--- config.mk ---
export PLATFORM = sky130hd
export DESIGN_NAME = adsr_envelope_gain_unit_flat
export DESIGN_NICKNAME = d
export VERILOG_FILES = /design/src/sv/adsr_pkg.sv /design/src/sv/adsr_if.sv /design/src/sv/adsr_div.sv /design/src/sv/adsr_envelope_gain_unit.sv /design/src/flat_wrapper.sv
export SDC_FILE = /design/constraint.sdc
export NUM_CORES = 2
export LEC_CHECK = 0
export BUFFER_PORTS_ARGS = -buffer_cell sky130_fd_sc_hd__buf_2
export CAP_MARGIN = 20
export CORE_UTILIZATION = 60
export DETAILED_ROUTE_END_ITERATION = 10
export HOLD_SLACK_MARGIN = 0.15
export PLACE_DENSITY = 0.75
export SETUP_SLACK_MARGIN = 0.3
export SKIP_LAST_GASP = 1
export SYNTH_ARGS = -nofsm -noshare
export SYNTH_HDL_FRONTEND = slang
export SYNTH_SLANG_ARGS = --single-unit
--- constraint.sdc ---
create_clock -name clk -period 15.8 [get_ports clk]
set_input_delay 2.37 -clock clk [delete_from_list [all_inputs] [get_ports clk]]
set_output_delay 2.37 -clock clk [all_outputs]
set_load 0.02 [all_outputs]
--- src/sv/adsr_pkg.sv ---
// Package for the envelope gain unit: item types, codes, constants and the
// output saturation helper. No dependencies.
`timescale 1ns / 1ps
`default_nettype none

package adsr_pkg;

    // Widths of the fixed fields
    localparam int SAMPLE_W   = 16;
    localparam int GAIN_W     = 16;
    localparam int FRAMES_W   = 24;
    localparam int POS_W      = 27;
    localparam int CFG_DATA_W = 24;
    localparam int PROD_W     = 42;
    localparam int DIV_STEPS  = 16;

    typedef logic [1:0] func_t;
    typedef logic [2:0] cfg_idx_t;
    typedef logic [2:0] seg_t;

    // Item codes
    localparam func_t FUNC_AUDIO   = 2'd0;
    localparam func_t FUNC_RELEASE = 2'd1;
    localparam func_t FUNC_RESTART = 2'd2;

    // Register indexes
    localparam cfg_idx_t REG_ATTACK  = 3'd0;
    localparam cfg_idx_t REG_HOLD    = 3'd1;
    localparam cfg_idx_t REG_DECAY   = 3'd2;
    localparam cfg_idx_t REG_SUSTAIN = 3'd3;
    localparam cfg_idx_t REG_RELEASE = 3'd4;

    // Segment numbers
    localparam seg_t SEG_ATTACK  = 3'd0;
    localparam seg_t SEG_HOLD    = 3'd1;
    localparam seg_t SEG_DECAY   = 3'd2;
    localparam seg_t SEG_RELEASE = 3'd3;
    localparam seg_t SEG_END     = 3'd4;

    localparam logic [GAIN_W-1:0] UNITY = 16'h8000;

    typedef struct packed {
        func_t                       func;
        logic signed [SAMPLE_W-1:0]  sample_left;
        logic signed [SAMPLE_W-1:0]  sample_right;
    } in_item_t;

    typedef struct packed {
        logic signed [SAMPLE_W-1:0]  out_left;
        logic signed [SAMPLE_W-1:0]  out_right;
        logic        [GAIN_W-1:0]    gain;
        logic                        finished;
    } out_item_t;

    // Divider status seen by the sequencer
    typedef struct packed {
        logic busy;
        logic done;
    } div_stat_t;

    // Sequencer states
    typedef enum logic [9:0] {
        ST_IDLE   = 10'b0000000001,
        ST_PREP   = 10'b0000000010,
        ST_SCAN   = 10'b0000000100,
        ST_MULOFF = 10'b0000001000,
        ST_DIVGO  = 10'b0000010000,
        ST_DIV    = 10'b0000100000,
        ST_MULL   = 10'b0001000000,
        ST_MULR   = 10'b0010000000,
        ST_SATR   = 10'b0100000000,
        ST_EMIT   = 10'b1000000000
    } state_t;

    // Floor shift by 15 and clamp to the sample range
    function automatic logic signed [SAMPLE_W-1:0] sat_q15(input logic signed [PROD_W-1:0] p);
        logic signed [PROD_W-16:0] q;
        logic signed [SAMPLE_W-1:0] r;
        q = (PROD_W-15)'(p >>> 15);
        if (q > (PROD_W-15)'(32767))
            r = 16'sh7FFF;
        else if (q < -(PROD_W-15)'(32768))
            r = 16'sh8000;
        else
            r = q[SAMPLE_W-1:0];
        return r;
    endfunction

endpackage

`default_nettype wire

--- src/sv/adsr_if.sv ---
// Valid/ready channels carrying input and result items.
// Depends on adsr_pkg for the item types.
`timescale 1ns / 1ps
`default_nettype none

interface adsr_in_if;
    import adsr_pkg::*;
    logic     valid;
    logic     ready;
    in_item_t item;
    modport source (output valid, output item, input ready);
    modport sink   (input valid, input item, output ready);
endinterface

interface adsr_out_if;
    import adsr_pkg::*;
    logic      valid;
    logic      ready;
    out_item_t item;
    modport source (output valid, output item, input ready);
    modport sink   (input valid, input item, output ready);
endinterface

`default_nettype wire

--- src/sv/adsr_div.sv ---
// Restoring divider, one quotient bit per cycle, for the interpolation step.
// The quotient is known to fit in DIV_STEPS bits. Depends on adsr_pkg.
`timescale 1ns / 1ps
`default_nettype none

module adsr_div (
    input  wire logic                                          clk,
    input  wire logic                                          rst_n,
    input  wire logic                                          start,
    input  wire logic [adsr_pkg::FRAMES_W+adsr_pkg::DIV_STEPS-1:0] dividend,
    input  wire logic [adsr_pkg::FRAMES_W-1:0]                 divisor,
    output adsr_pkg::div_stat_t                                stat,
    output logic [adsr_pkg::DIV_STEPS-1:0]                     quotient
);
    import adsr_pkg::*;

    localparam int CNT_W = $clog2(DIV_STEPS + 1);

    logic [FRAMES_W-1:0]  rem_reg, rem_next;
    logic [DIV_STEPS-1:0] sh_reg, sh_next;
    logic [CNT_W-1:0]     cnt_reg, cnt_next;
    logic                 busy_reg, busy_next;
    logic                 done_reg, done_next;
    logic [FRAMES_W:0]    trial;
    logic                 fits;

    // Trial subtract of the shifted remainder
    assign trial = {rem_reg, sh_reg[DIV_STEPS-1]};
    assign fits  = trial >= {1'b0, divisor};

    always_comb
    begin
        rem_next  = rem_reg;
        sh_next   = sh_reg;
        cnt_next  = cnt_reg;
        busy_next = busy_reg;
        done_next = 1'b0;
        if (start)
        begin
            rem_next  = dividend[FRAMES_W+DIV_STEPS-1:DIV_STEPS];
            sh_next   = dividend[DIV_STEPS-1:0];
            cnt_next  = CNT_W'(DIV_STEPS);
            busy_next = 1'b1;
        end
        else if (busy_reg)
        begin
            rem_next = fits ? FRAMES_W'(trial - {1'b0, divisor}) : trial[FRAMES_W-1:0];
            sh_next  = {sh_reg[DIV_STEPS-2:0], fits};
            cnt_next = cnt_reg - CNT_W'(1);
            if (cnt_reg == CNT_W'(1))
            begin
                busy_next = 1'b0;
                done_next = 1'b1;
            end
        end
    end

    // Hold control state
    always_ff @(posedge clk or negedge rst_n)
    begin
        if (!rst_n)
        begin
            cnt_reg  <= '0;
            busy_reg <= 1'b0;
            done_reg <= 1'b0;
        end
        else
        begin
            cnt_reg  <= cnt_next;
            busy_reg <= busy_next;
            done_reg <= done_next;
        end
    end

    // Hold the working remainder and quotient
    always_ff @(posedge clk)
    begin
        rem_reg <= rem_next;
        sh_reg  <= sh_next;
    end

    assign stat.busy = busy_reg;
    assign stat.done = done_reg;
    assign quotient  = sh_reg;

endmodule

`default_nettype wire

--- src/sv/adsr_envelope_gain_unit.sv ---
// Top level of the AHDSR envelope gain unit: register port, sequencer,
// shared multiplier and divider. Depends on adsr_pkg, adsr_if, adsr_div.
`timescale 1ns / 1ps
`default_nettype none

//  Channel     Kind            Payload
//  sample_ch   valid/ready in  func, sample_left, sample_right
//  result_ch   valid/ready out out_left, out_right, gain, finished
//  cfg_*       write only      cfg_idx selects register, cfg_wdata data
//
// Ramp frames go from the accept state through the breakpoint rebuild, the scan
// past any skipped segments, the offset multiply, the divider start, the divider
// and both products to the result load. Sustain frames skip the offset multiply
// and divider. Frames past the end and release and restart items skip all math.
// Reset clears the envelope to its start with the sustain hold armed. Input is
// taken only while idle; a waiting result stalls the sequencer until result_ch.ready.

module adsr_envelope_gain_unit #(
    parameter int CHANNELS = 2
) (
    input  wire logic                                  clk,
    input  wire logic                                  rst_n,
    input  wire logic                                  cfg_we,
    input  wire adsr_pkg::cfg_idx_t                    cfg_idx,
    input  wire logic [adsr_pkg::CFG_DATA_W-1:0]       cfg_wdata,
    adsr_in_if.sink                                    sample_ch,
    adsr_out_if.source                                 result_ch
);
    import adsr_pkg::*;

    // Configuration registers
    logic [FRAMES_W-1:0] attack_reg, hold_reg, decay_reg, release_reg;
    logic [GAIN_W-1:0]   sustain_reg;

    // Envelope state
    state_t            state_reg, state_next;
    seg_t              seg_reg, seg_next;
    logic [POS_W-1:0]  pos_reg, pos_next;
    logic              armed_reg, armed_next;
    logic [1:0]        idx_reg, idx_next;

    // Working values
    logic [POS_W-1:0]            x0_reg, x0_next, x1_reg, x1_next;
    logic [FRAMES_W-1:0]         off_reg, off_next, len_reg, len_next;
    logic [GAIN_W-1:0]           y0_reg, y0_next, dy_reg, dy_next;
    logic                        down_reg, down_next;
    logic signed [PROD_W-1:0]    prod_reg, prod_next;
    logic [GAIN_W-1:0]           gain_reg, gain_next;
    logic signed [SAMPLE_W-1:0]  sl_reg, sl_next, sr_reg, sr_next;
    logic signed [SAMPLE_W-1:0]  outl_reg, outl_next, outr_reg, outr_next;
    logic                        fin_reg, fin_next;

    // Output register
    logic      out_valid_reg, out_valid_next;
    out_item_t out_item_reg, out_item_next;

    // Shared multiplier
    logic signed [FRAMES_W:0]   mul_a;
    logic signed [GAIN_W:0]     mul_b;
    logic signed [PROD_W-1:0]   mul_p;

    // Divider
    logic                  div_start;
    div_stat_t             div_stat;
    logic [DIV_STEPS-1:0]  div_q;

    logic [GAIN_W-1:0]   sus;
    logic [POS_W-1:0]    pos_inc;
    logic [FRAMES_W-1:0] prep_len, next_len;
    logic [GAIN_W-1:0]   seg_y0, seg_dy;
    logic                seg_down;

    // Segment length by segment number
    function automatic logic [FRAMES_W-1:0] seg_len(
        input logic [1:0] s,
        input logic [FRAMES_W-1:0] a,
        input logic [FRAMES_W-1:0] h,
        input logic [FRAMES_W-1:0] d,
        input logic [FRAMES_W-1:0] r
    );
        logic [FRAMES_W-1:0] v;
        unique case (s)
            2'd0:    v = a;
            2'd1:    v = h;
            2'd2:    v = d;
            default: v = r;
        endcase
        return v;
    endfunction

    assign sus      = (sustain_reg > UNITY) ? UNITY : sustain_reg;
    assign pos_inc  = pos_reg + POS_W'(1);
    assign prep_len = seg_len(idx_reg, attack_reg, hold_reg, decay_reg, release_reg);
    assign next_len = seg_len(seg_reg[1:0] + 2'd1, attack_reg, hold_reg, decay_reg,
                              release_reg);

    // Start level, level change and direction of the current segment
    always_comb
    begin
        seg_y0   = '0;
        seg_dy   = '0;
        seg_down = 1'b0;
        unique case (seg_reg)
            SEG_ATTACK:
            begin
                seg_y0 = '0;
                seg_dy = UNITY;
            end
            SEG_HOLD:
            begin
                seg_y0 = UNITY;
                seg_dy = '0;
            end
            SEG_DECAY:
            begin
                seg_y0   = UNITY;
                seg_dy   = UNITY - sus;
                seg_down = 1'b1;
            end
            SEG_RELEASE:
            begin
                seg_y0   = sus;
                seg_dy   = sus;
                seg_down = 1'b1;
            end
            default:
            begin
                seg_y0 = '0;
            end
        endcase
    end

    assign mul_p = PROD_W'(mul_a) * PROD_W'(mul_b);

    // Sequencer
    always_comb
    begin
        state_next     = state_reg;
        seg_next       = seg_reg;
        pos_next       = pos_reg;
        armed_next     = armed_reg;
        idx_next       = idx_reg;
        x0_next        = x0_reg;
        x1_next        = x1_reg;
        off_next       = off_reg;
        len_next       = len_reg;
        y0_next        = y0_reg;
        dy_next        = dy_reg;
        down_next      = down_reg;
        prod_next      = prod_reg;
        gain_next      = gain_reg;
        sl_next        = sl_reg;
        sr_next        = sr_reg;
        outl_next      = outl_reg;
        outr_next      = outr_reg;
        fin_next       = fin_reg;
        out_item_next  = out_item_reg;
        out_valid_next = out_valid_reg;
        div_start      = 1'b0;
        mul_a          = '0;
        mul_b          = '0;

        // Drop a result once it is taken
        if (out_valid_reg && result_ch.ready)
            out_valid_next = 1'b0;

        unique case (state_reg)
            ST_IDLE:
            begin
                if (sample_ch.valid)
                begin
                    if (sample_ch.item.func == FUNC_AUDIO)
                    begin
                        sl_next    = sample_ch.item.sample_left;
                        sr_next    = sample_ch.item.sample_right;
                        x0_next    = '0;
                        idx_next   = '0;
                        state_next = (seg_reg >= SEG_END) ? ST_SCAN : ST_PREP;
                    end
                    else
                    begin
                        outl_next = '0;
                        outr_next = '0;
                        gain_next = '0;
                        fin_next  = (seg_reg >= SEG_END);
                        if (sample_ch.item.func == FUNC_RELEASE)
                            armed_next = 1'b0;
                        else if (sample_ch.item.func == FUNC_RESTART)
                        begin
                            seg_next   = SEG_ATTACK;
                            pos_next   = '0;
                            armed_next = 1'b1;
                            fin_next   = 1'b0;
                        end
                        state_next = ST_EMIT;
                    end
                end
            end
            ST_PREP:
            begin
                // Sum segment lengths up to the current segment
                if (idx_reg == seg_reg[1:0])
                begin
                    x1_next    = x0_reg + POS_W'(prep_len);
                    state_next = ST_SCAN;
                end
                else
                begin
                    x0_next  = x0_reg + POS_W'(prep_len);
                    idx_next = idx_reg + 2'd1;
                end
            end
            ST_SCAN:
            begin
                if (seg_reg >= SEG_END)
                begin
                    outl_next  = sl_reg;
                    outr_next  = (CHANNELS >= 2) ? sr_reg : '0;
                    gain_next  = UNITY;
                    fin_next   = 1'b1;
                    state_next = ST_EMIT;
                end
                else if (armed_reg && seg_reg == SEG_RELEASE)
                begin
                    gain_next  = sus;
                    state_next = ST_MULL;
                end
                else if (pos_reg < x1_reg)
                begin
                    pos_next = pos_inc;
                    if (pos_inc >= x1_reg)
                        seg_next = seg_reg + 3'd1;
                    y0_next   = seg_y0;
                    dy_next   = seg_dy;
                    down_next = seg_down;
                    if (pos_reg < x0_reg || x1_reg <= x0_reg)
                    begin
                        gain_next  = seg_y0;
                        state_next = ST_MULL;
                    end
                    else
                    begin
                        off_next   = FRAMES_W'(pos_reg - x0_reg);
                        len_next   = FRAMES_W'(x1_reg - x0_reg);
                        state_next = ST_MULOFF;
                    end
                end
                else
                begin
                    // Segment passed: advance to the next one
                    seg_next = seg_reg + 3'd1;
                    x0_next  = x1_reg;
                    x1_next  = x1_reg + POS_W'(next_len);
                end
            end
            ST_MULOFF:
            begin
                mul_a      = $signed({1'b0, off_reg});
                mul_b      = $signed({1'b0, dy_reg});
                prod_next  = mul_p;
                state_next = ST_DIVGO;
            end
            ST_DIVGO:
            begin
                div_start  = 1'b1;
                state_next = ST_DIV;
            end
            ST_DIV:
            begin
                if (div_stat.done)
                begin
                    gain_next  = down_reg ? (y0_reg - div_q) : (y0_reg + div_q);
                    state_next = ST_MULL;
                end
            end
            ST_MULL:
            begin
                mul_a      = (FRAMES_W+1)'(sl_reg);
                mul_b      = $signed({1'b0, gain_reg});
                prod_next  = mul_p;
                state_next = ST_MULR;
            end
            ST_MULR:
            begin
                outl_next  = sat_q15(prod_reg);
                mul_a      = (FRAMES_W+1)'(sr_reg);
                mul_b      = $signed({1'b0, gain_reg});
                prod_next  = mul_p;
                state_next = ST_SATR;
            end
            ST_SATR:
            begin
                outr_next  = (CHANNELS >= 2) ? sat_q15(prod_reg) : '0;
                fin_next   = 1'b0;
                state_next = ST_EMIT;
            end
            ST_EMIT:
            begin
                if (!out_valid_reg || result_ch.ready)
                begin
                    out_valid_next          = 1'b1;
                    out_item_next.out_left  = outl_reg;
                    out_item_next.out_right = outr_reg;
                    out_item_next.gain      = gain_reg;
                    out_item_next.finished  = fin_reg;
                    state_next              = ST_IDLE;
                end
            end
            default:
            begin
                state_next = ST_IDLE;
            end
        endcase
    end

    // Divider unit
    adsr_div u_div (
        .clk      (clk),
        .rst_n    (rst_n),
        .start    (div_start),
        .dividend (prod_reg[FRAMES_W+DIV_STEPS-1:0]),
        .divisor  (len_reg),
        .stat     (div_stat),
        .quotient (div_q)
    );

    // Hold configuration and control state
    always_ff @(posedge clk or negedge rst_n)
    begin
        if (!rst_n)
        begin
            attack_reg    <= '0;
            hold_reg      <= '0;
            decay_reg     <= '0;
            sustain_reg   <= UNITY;
            release_reg   <= '0;
            state_reg     <= ST_IDLE;
            seg_reg       <= SEG_ATTACK;
            pos_reg       <= '0;
            armed_reg     <= 1'b1;
            idx_reg       <= '0;
            out_valid_reg <= 1'b0;
        end
        else
        begin
            if (cfg_we)
            begin
                unique case (cfg_idx)
                    REG_ATTACK:  attack_reg  <= cfg_wdata;
                    REG_HOLD:    hold_reg    <= cfg_wdata;
                    REG_DECAY:   decay_reg   <= cfg_wdata;
                    REG_SUSTAIN: sustain_reg <= cfg_wdata[GAIN_W-1:0];
                    REG_RELEASE: release_reg <= cfg_wdata;
                    default:     ;
                endcase
            end
            state_reg     <= state_next;
            seg_reg       <= seg_next;
            pos_reg       <= pos_next;
            armed_reg     <= armed_next;
            idx_reg       <= idx_next;
            out_valid_reg <= out_valid_next;
        end
    end

    // Hold working values and the result payload
    always_ff @(posedge clk)
    begin
        x0_reg       <= x0_next;
        x1_reg       <= x1_next;
        off_reg      <= off_next;
        len_reg      <= len_next;
        y0_reg       <= y0_next;
        dy_reg       <= dy_next;
        down_reg     <= down_next;
        prod_reg     <= prod_next;
        gain_reg     <= gain_next;
        sl_reg       <= sl_next;
        sr_reg       <= sr_next;
        outl_reg     <= outl_next;
        outr_reg     <= outr_next;
        fin_reg      <= fin_next;
        out_item_reg <= out_item_next;
    end

    assign sample_ch.ready = (state_reg == ST_IDLE);
    assign result_ch.valid = out_valid_reg;
    assign result_ch.item  = out_item_reg;

    // The divider runs only while the sequencer waits on it
    a_div_owned: assert property (@(posedge clk) disable iff (!rst_n)
        (div_stat.busy || div_stat.done) |-> state_reg == ST_DIV)
        else $error("divider active outside its wait state");

    // No new item while the divider still works
    a_no_accept_busy: assert property (@(posedge clk) disable iff (!rst_n)
        sample_ch.ready |-> !div_stat.busy)
        else $error("input ready while divider busy");

    // Segment number never runs past the end
    a_seg_range: assert property (@(posedge clk) disable iff (!rst_n)
        seg_reg <= SEG_END)
        else $error("segment index out of range");

    // A result leaving the sequencer shows up on the output
    a_emit_shows: assert property (@(posedge clk) disable iff (!rst_n)
        (state_reg == ST_EMIT && (!out_valid_reg || result_ch.ready)) |=> result_ch.valid)
        else $error("emitted result not presented");

endmodule

`default_nettype wire
--- src/flat_wrapper.sv ---
// flat-port wrapper written by rule: the top's interface ports become plain ports
module adsr_envelope_gain_unit_flat import adsr_pkg::*;
#(
    parameter int CHANNELS = 2
)
  (clk, rst_n, cfg_we, cfg_idx, cfg_wdata, sample_ch_valid, sample_ch_item, sample_ch_ready, result_ch_valid, result_ch_item, result_ch_ready);
  adsr_in_if sample_ch_i ();
  adsr_out_if result_ch_i ();
  input  wire logic clk;
  input  wire logic rst_n;
  input  wire logic cfg_we;
  input  wire adsr_pkg::cfg_idx_t cfg_idx;
  input  wire logic [adsr_pkg::CFG_DATA_W-1:0] cfg_wdata;
  input wire logic [$bits(sample_ch_i.valid)-1:0] sample_ch_valid;
  input wire logic [$bits(sample_ch_i.item)-1:0] sample_ch_item;
  output wire logic [$bits(sample_ch_i.ready)-1:0] sample_ch_ready;
  output wire logic [$bits(result_ch_i.valid)-1:0] result_ch_valid;
  output wire logic [$bits(result_ch_i.item)-1:0] result_ch_item;
  input wire logic [$bits(result_ch_i.ready)-1:0] result_ch_ready;
  assign sample_ch_i.valid = sample_ch_valid;
  assign sample_ch_i.item = sample_ch_item;
  assign sample_ch_ready = sample_ch_i.ready;
  assign result_ch_valid = result_ch_i.valid;
  assign result_ch_item = result_ch_i.item;
  assign result_ch_i.ready = result_ch_ready;
  adsr_envelope_gain_unit #(.CHANNELS(CHANNELS)) u_core (.clk(clk), .rst_n(rst_n), .cfg_we(cfg_we), .cfg_idx(cfg_idx), .cfg_wdata(cfg_wdata), .sample_ch(sample_ch_i), .result_ch(result_ch_i));
endmodule
==> results.yml <==
outcome:
  status: "finished clean"
setup_path:
  cp_slowest_cell: "a22o_1"
  critPathMaxFanout: 36
  critPathMaxStageDelay_ns: 0.93
  critPathTopFamily: "adder cells"
  required_ns: 16.18
  path_buf_inv: 4
  worstSetupPathType: "register to register"
  crit_path_frequent_cell: "fa_1"
  endpoint_kind: "register"
  cp-start-kind: "register"
  crit_arrival_ns: 10.19
die:
  die_height_microns: 272
  rows: 98
  die_area_sq_um: 74200
  die_w_microns: 272
  initial_utilization_pct: 61.0
  ios: 117
  core_sq_um: 71900
layout:
  drive_above_1_share_pct: 9.09
  area_growth_pct: 8.55
  final_nets: 5327
  final-instance-count-excl-fill: 5548
  largest_reg_flops: 49
clocking:
  postCtsHoldBufs: 0
  ctsHtreeMaxLevel: 2
  cts_buffer_depth: 3
  cts-root-buf: "clkbuf_16"
  clk_pin_slew_ns: 0.06
  cts_setup_buffers: 0
  cts_made_buffers: 58
  clk_latency_ns: 0.67
  ctsResizeCount: 0
  numClockSinks: 510
  cts_tree: "done"
yosys:
  synth.net_count: 5256
  synth_top_area_cell: "edfxtp_1"
  yosysSeqAreaShare_pct: 33.1
  syn_area_sq_um: 43800
  yosysWarnings: 0
  synth_cells: 4476
  async_reset_ff_share_pct: 32.0
  synth_top_area_share_pct: 23.8
  synth_seq_cells: 510
  avgSynthCellArea_sq_um: 9.80
  synth_edf_count: 347
  synth.top_cells.by_area: "edfxtp_1, fa_1, dfrtp_1"
  synth_flop_cell: "edfxtp_1"
  synth_cell_types: 87
sta:
  finalCritPeriodShare_pct: 62.1
  setup_viol: 0
  finalSetupTns_ns: 0
  min_period_ns: 9.81
  hold_violations: 0
  max_slew_margin_pct: 19.9
  finalMaxSlewViolations: 0
  holdWs_ns: 0.418
  rsz0062_at_grt: "false"
  fin_skew_ns: 0.0538
  setup_slack_ns: 5.99
  worst_pin_slew_ns: 1.20
  fmax_mhz: 102
drt:
  drt_iter0_drc: 4105
  wire_per_inst_microns: 22.4
  first_pass_iters: 7
  drc: 0
  vias: 34000
  avgViaCountPerCell: 6.13
  drt_wl_total_microns: 124000
  antenna_left: 0
global_route:
  grt_max_degree: 63
  grtUsageTotal_pct: 34.3
  grt_first_pass_wirelength_microns: 195000
  overflow: 0
  grt_pass1_vias: 34400
  grt_antenna_before_repair: 3
run:
  drv_cap: 0
place:
  portBuffers: 116
  dp_hpwl_microns: 93900
  place_inst: 5433
  gp_congestion: 0.980
  place_ws_ns: 6.23
power:
  powerDensity_nw_per_um2: 112
  irDropWorstVdd_v: 0.000177
  p_leak_uw: 0.0217
hold_path:
  hp-class: "register to register"
[per-stage QoR]
stage / cell area, sq um / utilization, % / total power (uW)
floorplan: 43800 / - / 3320
global placement: 45500 / 63.3 / 3830
detailed placement: 45500 / 63.3 / 3880
CTS: 47500 / 66.1 / 5320
global route: 47600 / 66.2 / 5610
finish: 47600 / 66.2 / 5330
[area by class of cell]
class,count,area (sq um)
diodes,2,5.00
clock buffers,75,1630
clock inverters,34,399
fillers,5727,24300
inverters,638,2390
multi-input cells,3164,26400
flip-flops and latches,510,14500
well taps,950,1190
repair buffers,175,1080
[final timing paths]
path	from	end	slack, ns	cells past startpoint
worst max-delay path	u_core.state_reg[7]	u_core.prod_reg[39]	5.99	26
worst min-delay path	u_core.outr_reg[5]	u_core.result_ch.item[22]	0.42	0
worst max register to register	u_core.state_reg[7]	u_core.prod_reg[39]	5.99	26
worst min register to register	u_core.outr_reg[5]	u_core.result_ch.item[22]	0.42	0
max in group asynchronous	rst_n	u_core.hold_reg[13]	12.23	3
min in group asynchronous	rst_n	u_core.pos_reg[22]	1.66	1
[cells by family after synthesis]
logic type | share of synthesized area [%]
AO/OA/AOI/OAI | 12.5
XOR/XNOR | 3.83
adder cells (fa/ha/maj) | 27.2
buffers and inverters | 6.96
flip-flops | 33.1
multiplexers | 3.69
AND/OR/NAND/NOR | 12.8
[routing by layer]
layer	share of wire, %	vias up	global-route usage [%]	wire [microns]
li1	-	15300	-	-
met1	39	16600	46.0	48800
met2	45	1782	53.5	56200
met3	11	366	7.88	13300
met4	4.8	2	14.7	6000
met5	0.016	-	0	20
[cells in the mapped netlist, types with 6 or more instances]
cell type,n
a22o_1,36
and3_1,29
or3_1,20
nand4_1,29
or2_2,11
a31oi_1,17
a22oi_1,31
nor3b_1,12
nand2b_1,27
nor2_1,362
fa_1,397
o21a_1,40
o22ai_1,13
a21o_1,80
o211ai_1,8
xnor2_1,138
mux2_2,94
clkbuf_1,144
o21ai_1,18
a21oi_1,196
edfxtp_1,347
nand4b_1,7
xor2_1,54
mux2i_1,56
nand2_1,561
o31a_1,7
nor2b_1,41
dfrtp_1,160
and2_1,33
nor3_1,50
nor4_1,11
o21ai_0,226
o31ai_1,15
a211oi_1,22
buf_1,6
a222oi_1,49
ha_1,317
buf_2,9
inv_1,637
nand3_1,56
o21bai_1,16
[power breakdown]
| part | internal [uW] | total, uW | switching [uW] | leakage [uW] |
|---|---|---|---|---|
| clock | 830 | 1430 | 599 | 0.000996 |
| combinational | 761 | 1940 | 1180 | 0.0154 |
| sequential | 1780 | 1960 | 172 | 0.00532 |
[worst register-to-register path: cells and delay by family (launching register included)]
kind	cells	cell delay, ns
compound gates	5	2.18
simple gates	9	2.53
buf+inv	4	0.70
xor+xnor	1	0.15
flops	1	0.41
fa+ha+maj	7	3.56
[cells in the final DEF, fill, tap and decap left out, types with 55 or more instances in the layout]
master / netlist / layout
nand2_1: 561 / 561
dfrtp_1: 160 / 160
nor2_1: 362 / 358
buf_4: 2 / 55
edfxtp_1: 347 / 347
a21oi_1: 196 / 196
mux2i_1: 56 / 56
buf_2: 9 / 115
xnor2_1: 138 / 138
a21o_1: 80 / 80
clkbuf_16: 0 / 61
nand3_1: 56 / 56
o21ai_0: 226 / 225
inv_1: 637 / 636
mux2_2: 94 / 94
fa_1: 397 / 397
ha_1: 317 / 317
No activity file was read; power rests on OpenSTA's default activity.
